$ cat src/design/mrpt_pkg.sv
// Shared types, constants and helper functions for the Miller-Rabin primality tester.
// Used by mrpt_modmul, mrpt_seq and miller_rabin_primality_test; depends on nothing.
`timescale 1ns / 1ps

package mrpt_pkg;

   localparam int MAX_ROUNDS      = 64;
   localparam int ROUNDS_WIDTH    = 7;
   localparam int RAND_WIDTH      = 32;
   localparam int CSR_INDEX_WIDTH = 2;
   localparam int CSR_DATA_WIDTH  = 32;

   localparam logic [CSR_INDEX_WIDTH-1:0] CSR_ROUNDS = 2'd0;
   localparam logic [CSR_INDEX_WIDTH-1:0] CSR_SEED   = 2'd1;

   localparam logic [ROUNDS_WIDTH-1:0] ROUNDS_RESET = 7'd8;
   localparam logic [RAND_WIDTH-1:0]   SEED_RESET   = 32'd1;
   localparam logic [RAND_WIDTH-1:0]   LFSR_TAPS    = 32'h8020_0003;

   typedef enum logic [3:0] {
      SEQ_IDLE,
      SEQ_SPLIT,
      SEQ_ROUND,
      SEQ_WITNESS,
      SEQ_POW,
      SEQ_POW_ACC,
      SEQ_POW_SQR,
      SEQ_CHECK,
      SEQ_SQ,
      SEQ_SQ_WAIT,
      SEQ_NEXT,
      SEQ_FINISH
   } seq_state_type;

   typedef struct packed {
      logic                    valid;
      logic                    prime;
      logic [ROUNDS_WIDTH-1:0] rounds;
   } verdict_type;

   function automatic logic [RAND_WIDTH-1:0] lfsr_next(input logic [RAND_WIDTH-1:0] s);
      logic [RAND_WIDTH-1:0] shifted;
      shifted = s >> 1;
      return s[0] ? (shifted ^ LFSR_TAPS) : shifted;
   endfunction

endpackage

$ cat src/design/mrpt_seq.sv
// Sequencer of the primality tester: splits n-1, runs witness rounds and drives
// the shared modular multiplier. Depends on mrpt_pkg.
`timescale 1ns / 1ps

module mrpt_seq
   import mrpt_pkg::*;
#(
   parameter int NUM_WIDTH = 32
) (
   input  logic                    clock,
   input  logic                    reset,
   input  logic                    req_valid,
   input  logic [NUM_WIDTH-1:0]    req_n,
   output logic                    busy,
   input  logic [ROUNDS_WIDTH-1:0] round_limit,
   input  logic [RAND_WIDTH-1:0]   rand_state,
   output logic                    rand_step,
   output logic                    mul_start,
   output logic [RAND_WIDTH-1:0]   mul_x,
   output logic [NUM_WIDTH-1:0]    mul_y,
   output logic [NUM_WIDTH-1:0]    mul_m,
   input  logic                    mul_done,
   input  logic [NUM_WIDTH-1:0]    mul_product,
   output verdict_type             verdict,
   input  logic                    verdict_ready
);

   localparam int RW = $clog2(NUM_WIDTH);
   localparam logic [NUM_WIDTH-1:0] ONE   = NUM_WIDTH'(1);
   localparam logic [NUM_WIDTH-1:0] TWO   = NUM_WIDTH'(2);
   localparam logic [NUM_WIDTH-1:0] THREE = NUM_WIDTH'(3);
   localparam logic [NUM_WIDTH-1:0] FOUR  = NUM_WIDTH'(4);

   seq_state_type           state_ff, state_in;
   logic [NUM_WIDTH-1:0]    n_ff, n_in;
   logic [NUM_WIDTH-1:0]    d_ff, d_in;
   logic [RW-1:0]           r_ff, r_in;
   logic [RW-1:0]           j_ff, j_in;
   logic [ROUNDS_WIDTH-1:0] done_ff, done_in;
   logic [NUM_WIDTH-1:0]    acc_ff, acc_in;
   logic [NUM_WIDTH-1:0]    b_ff, b_in;
   logic [NUM_WIDTH-1:0]    e_ff, e_in;
   logic                    prime_ff, prime_in;
   logic [NUM_WIDTH-1:0]    n_minus_one;

   assign n_minus_one = n_ff - ONE;

   always_comb begin
      state_in  = state_ff;
      n_in      = n_ff;
      d_in      = d_ff;
      r_in      = r_ff;
      j_in      = j_ff;
      done_in   = done_ff;
      acc_in    = acc_ff;
      b_in      = b_ff;
      e_in      = e_ff;
      prime_in  = prime_ff;
      rand_step = 1'b0;
      mul_start = 1'b0;
      mul_x     = RAND_WIDTH'(acc_ff);
      mul_y     = b_ff;
      mul_m     = n_ff;
      verdict   = '{valid: 1'b0, prime: prime_ff, rounds: done_ff};

      unique case (state_ff)
         SEQ_IDLE: begin
            if (req_valid) begin
               n_in    = req_n;
               d_in    = req_n - ONE;
               r_in    = '0;
               done_in = '0;
               priority if (req_n <= ONE) begin
                  prime_in = 1'b0;
                  state_in = SEQ_FINISH;
               end else if (req_n <= THREE) begin
                  prime_in = 1'b1;
                  state_in = SEQ_FINISH;
               end else if (!req_n[0]) begin
                  prime_in = 1'b0;
                  state_in = SEQ_FINISH;
               end else if (round_limit == '0) begin
                  prime_in = 1'b1;
                  state_in = SEQ_FINISH;
               end else begin
                  state_in = SEQ_SPLIT;
               end
            end
         end
         SEQ_SPLIT: begin
            if (!d_ff[0]) begin
               d_in = d_ff >> 1;
               r_in = r_ff + RW'(1);
            end else begin
               state_in = SEQ_ROUND;
            end
         end
         SEQ_ROUND: begin
            rand_step = 1'b1;
            done_in   = done_ff + ROUNDS_WIDTH'(1);
            mul_start = 1'b1;
            mul_x     = lfsr_next(rand_state);
            mul_y     = ONE;
            mul_m     = n_ff - FOUR;
            state_in  = SEQ_WITNESS;
         end
         SEQ_WITNESS: begin
            mul_m = n_ff - FOUR;
            if (mul_done) begin
               b_in     = mul_product + TWO;
               acc_in   = ONE;
               e_in     = d_ff;
               state_in = SEQ_POW;
            end
         end
         SEQ_POW: begin
            priority if (e_ff == '0) begin
               state_in = SEQ_CHECK;
            end else if (e_ff[0]) begin
               mul_start = 1'b1;
               state_in  = SEQ_POW_ACC;
            end else begin
               mul_start = 1'b1;
               mul_x     = RAND_WIDTH'(b_ff);
               e_in      = e_ff >> 1;
               state_in  = SEQ_POW_SQR;
            end
         end
         SEQ_POW_ACC: begin
            if (mul_done) begin
               acc_in   = mul_product;
               e_in     = {e_ff[NUM_WIDTH-1:1], 1'b0};
               state_in = SEQ_POW;
            end
         end
         SEQ_POW_SQR: begin
            if (mul_done) begin
               b_in     = mul_product;
               state_in = SEQ_POW;
            end
         end
         SEQ_CHECK: begin
            if (acc_ff == ONE || acc_ff == n_minus_one) begin
               state_in = SEQ_NEXT;
            end else begin
               j_in     = RW'(1);
               state_in = SEQ_SQ;
            end
         end
         SEQ_SQ: begin
            if (j_ff < r_ff) begin
               mul_start = 1'b1;
               mul_y     = acc_ff;
               state_in  = SEQ_SQ_WAIT;
            end else begin
               prime_in = 1'b0;
               state_in = SEQ_FINISH;
            end
         end
         SEQ_SQ_WAIT: begin
            if (mul_done) begin
               acc_in = mul_product;
               if (mul_product == n_minus_one) begin
                  state_in = SEQ_NEXT;
               end else begin
                  j_in     = j_ff + RW'(1);
                  state_in = SEQ_SQ;
               end
            end
         end
         SEQ_NEXT: begin
            if (done_ff >= round_limit) begin
               prime_in = 1'b1;
               state_in = SEQ_FINISH;
            end else begin
               state_in = SEQ_ROUND;
            end
         end
         SEQ_FINISH: begin
            verdict.valid = 1'b1;
            if (verdict_ready) begin
               state_in = SEQ_IDLE;
            end
         end
         default: begin
            state_in = SEQ_IDLE;
         end
      endcase
   end

   always_ff @(posedge clock) begin
      if (reset) begin
         state_ff <= SEQ_IDLE;
      end else begin
         state_ff <= state_in;
      end
      n_ff     <= n_in;
      d_ff     <= d_in;
      r_ff     <= r_in;
      j_ff     <= j_in;
      done_ff  <= done_in;
      acc_ff   <= acc_in;
      b_ff     <= b_in;
      e_ff     <= e_in;
      prime_ff <= prime_in;
   end

   assign busy = (state_ff != SEQ_IDLE);

endmodule

$ cat config.mk
export PLATFORM = sky130hd
export DESIGN_NAME = mrpt_seq
export DESIGN_NICKNAME = d
export VERILOG_FILES = /design/src/design/mrpt_pkg.sv /design/src/design/mrpt_seq.sv
export SDC_FILE = /design/constraint.sdc
export NUM_CORES = 1
export LEC_CHECK = 0
export CORE_MARGIN = 10
export CORE_UTILIZATION = 59
export DETAILED_ROUTE_END_ITERATION = 6
export DONT_BUFFER_PORTS = 1
export GPL_TIMING_DRIVEN = 0
export PLACE_DENSITY = 0.78
export SKIP_LAST_GASP = 1
export SLEW_MARGIN = 25
export SYNTH_ARGS = -nofsm -noshare
export SYNTH_HDL_FRONTEND = slang
export SYNTH_SLANG_ARGS = --single-unit
export TNS_END_PERCENT = 1
$ cat constraint.sdc
create_clock -name clock -period 4 [get_ports clock]
set_input_delay 0.2 -clock clock [delete_from_list [all_inputs] [get_ports clock]]
set_output_delay 0.2 -clock clock [all_outputs]
set_load 0.1 [all_outputs]
==> out/results.tsv <==
stage	metric	value	unit
status	outcome	finished with violations	
status	violations	negative setup slack	
synthesis	syn_area	12300	um2
clocking	cts.sinks	182	
floorplanning	core	20400	um2
clocking	cts_buffers	17	
global_routing	use_met1	41.4	%
power_and_ir_drop	pwr-share-comb	56.1	%
clocking	htree_num_levels	4	
timing	max_freq	243	MHz
clocking	path_clk_slew	0.07	ns
floorplanning	die_h	165	um
clocking	clockBufferDepth	2	
cells_and_area	nets	1475	
global_routing	overflow	0	
floorplanning	die_area	27100	um2
setup_path	reg2reg_to	j_ff[3]	
synthesis	synthCells	1254	
global_routing	grt_pass1_wl	64800	um
global_routing	first_global_vias	10500	
drt	ant_nets	0	
synthesis	yosysSeqAreaShare	44.0	%
global_routing	use_met2	49.4	%
synthesis	synth_flop_cell	edfxtp_1	
setup_path	reg2reg_from	n_ff[7]	
power_and_ir_drop	switching_share	55.9	%
hold_path	hp-class	input pin to flop	
cells_and_area	postLayoutCellArea	14800	um2
placed_design	place_area	13600	um2
clocking	clkLatencyLatePin	0.45	ns
clocking	cts_tree	built	
floorplanning	ioPinCount	216	
setup_path	crit_path_start_kind	flop	
setup_path	crit_fanout	9	
timing	finalClockSkew	0.0156	ns
synthesis	synth_cell_types	77	
drt	vias_per_cell	6.85	
placed_design	hpwlAfterDp	32300	um
global_routing	met3_usage	7.72	%
setup_path	critical_path_class	flop to output port	
power_and_ir_drop	netSwitchingPower	6380	uW
setup_path	critical_path_arrival	3.92	ns
power_and_ir_drop	power.internal	5040	uW
power_and_ir_drop	power.density	772	nW/um2
setup_path	crit_start	n_ff[4]	
setup_path	cp-endpoint	mul_m[25]	
timing	layout_setup_ws	-0.119	ns
synthesis	syn_area_per_cell	9.84	um2
power_and_ir_drop	p_clk_share	14.9	%
synthesis	yosys_warnings	0	
power_and_ir_drop	ir_drop	0.430	mV
drt	drt_wl_total	43700	um
synthesis	synth_edf_count	178	
timing	fin_crit	4.12	ns
synthesis	syn_nets	1381	
flow_run	cap_violations	0	
timing	slew_headroom	26.2	%
power_and_ir_drop	power.total	11400	uW
floorplanning	start_util	60.4	%
drt	via_count	11200	
timing	slew_viol_final	0	
timing	worst_pin_slew	1.11	ns
global_routing	grt_antenna_before_repair	1	
drt	drcViolationCount	0	
placed_design	routabilityCongestion	0.961	
timing	setup_viol	32	
drt	drt_iter0_markers	1659	
setup_path	crit_path_end_kind	output port	
floorplanning	dieWidth	165	um
global_routing	grt.busiest_layer	met2	
floorplanning	num_rows	52	
global_routing	grt_start_max_net_pins	33	
setup_path	r2r_cells	9	
clocking	cts_root_buf	clkbuf_16	
timing	rsz0062_at_grt	true	
synthesis	ys_async_sr_fraction	0	%
cells_and_area	syn_to_final_growth	19.9	%
setup_path	cp.required	3.80	ns
global_routing	track_usage	31.2	%
power_and_ir_drop	p_leak	0.00530	uW
hold_path	min_from	mul_product[28]	
drt	drt_first_pass_iters	6	
timing	finalHoldWorstSlack	0.0241	ns
synthesis	yosys_register_bits	182	
clocking	postCtsSetupBuffers	0	
cells_and_area	final_layout_size_suffix_gt1_share	10.5	%
setup_path	r2r_slack	-0.01	ns
timing	hold_viol_final	0	
placed_design	io_buffers	0	
power_and_ir_drop	seq_power_share	29.1	%
drt	wl_per_cell	26.8	um
timing	timing.final.crit_share	103	%
cells in the mapped netlist (9+ instances only):
cell type | count | share of area, %
a21o_1 | 11 | 0.67
a21oi_1 | 56 | 2.3
a22o_1 | 61 | 4.3
a22oi_1 | 30 | 1.8
a31oi_1 | 10 | 0.51
and2_1 | 37 | 1.9
and3_1 | 17 | 0.86
buf_1 | 9 | 0.27
buf_2 | 9 | 0.37
clkbuf_1 | 66 | 2.0
edfxtp_1 | 178 | 43
ha_1 | 19 | 1.9
inv_1 | 28 | 0.85
nand2_1 | 121 | 3.7
nand2b_1 | 16 | 0.81
nand3_1 | 33 | 1.3
nand3b_1 | 12 | 0.73
nand4_1 | 21 | 1.1
nor2_1 | 98 | 3.0
nor3_1 | 34 | 1.4
nor4_1 | 46 | 2.3
o21ai_0 | 24 | 0.97
or3_1 | 12 | 0.61
or4_1 | 10 | 0.61
xnor2_1 | 109 | 7.7
xor2_1 | 61 | 4.3
cells in the final DEF, fill, tap and decap left out, types with 23 or more instances in the layout:
cell,n
edfxtp_1,178
nand2_1,121
nor2_1,96
xnor2_1,92
clkbuf_1,65
dlygate4sd3_1,56
a21oi_1,55
a22o_1,52
xor2_1,49
nor4_1,43
and2_1,37
nor3_1,32
nand3_1,32
a22oi_1,29
inv_1,27
o21ai_0,23
metal layers:
metal	wire, um	vias up
li1	-	4863
met1	16800	5321
met3	5800	106
met2	19900	888
met5	0	-
met4	1280	0
worst min-delay path by stage:
stage / slack [ns] / depth (start not counted) / end
floorplan: 0.28 / 1 / state_ff[2]
global placement: 0.28 / 1 / state_ff[2]
detailed placement: 0.28 / 1 / state_ff[2]
CTS: 0.0006 / 1 / b_ff[28]
global route: 0.01 / 1 / b_ff[28]
finish: 0.02 / 1 / b_ff[28]
registers in the layout (all words and copies together) (netlist names):
name,flops
r_ff,5
prime_ff,1
state_ff,4
e_ff,32
j_ff,5
done_ff,7
n_ff,32
acc_ff,32
b_ff,32
d_ff,32
cells by family (layout without fill, tap and decap cells):
logic type	Yosys count	after routing	synth area share, %
and+or+nand+nor	506	506	22.0
AOI/OAI and AO/OA	250	250	14.7
DFF	182	182	44.0
xor gates and xnor gates	176	176	13.2
buffers and inverters	116	222	3.77
adders and majority gates	19	19	1.93
muxes	5	5	0.456
other	0	1	0
layout make-up:
| type | instances | area (um2) |
|---|---|---|
| Antenna cell | 1 | 2.50 |
| Buffer | 88 | 362 |
| Clock buffer | 17 | 425 |
| Clock inverter | 14 | 154 |
| Fill cell | 1464 | 5630 |
| Inverter | 28 | 105 |
| Multi-Input combinational cell | 956 | 6920 |
| Sequential cell | 182 | 5430 |
| Tap cell | 270 | 338 |
| Timing Repair Buffer | 75 | 1060 |
critical path, cell delays in order, from the launching register on:
cell,delay [ns]
edfxtp_1,0.35
buf_2,0.20
nor3_1,0.53
nand2_1,0.22
nor2_1,0.38
nand2_1,0.38
nor4_2,0.72
nand2_1,0.21
xnor2_2,0.26
buf_16,0.21
metrics by stage:
step                      TNS (ns)  cells  utilization, %  worst slack [ns]
final                        -2.00   1631            72.4            -0.119
after global routing        -12.17   1631            72.4            -0.245
after CTS                    -2.87   1630            72.2            -0.183
after detailed placement     -7.06   1543            66.4             -1.18
after global placement      -30.26   1524            62.0             -1.05
after floorplan             -0.652   1254               -            -0.222
power groups by stage:
stage	clock [uW]	sequential, uW	combinational, uW
2_1_floorplan	0	3200	5000
4_1_cts	1680	3300	6330
3_5_place_dp	0	3340	6240
3_3_place_gp	0	3350	5670
6_report	1700	3320	6400
5_1_grt	1750	3360	6680
repair_timing:
item	CTS	global route
endpoints found under the setup margin	52	73
endpoints found under the hold margin	81	0
resized for setup	10	13
hold buffers	56	0
pin swaps	0	1
gates cloned	0	0
(Power assumes the default switching activity.)
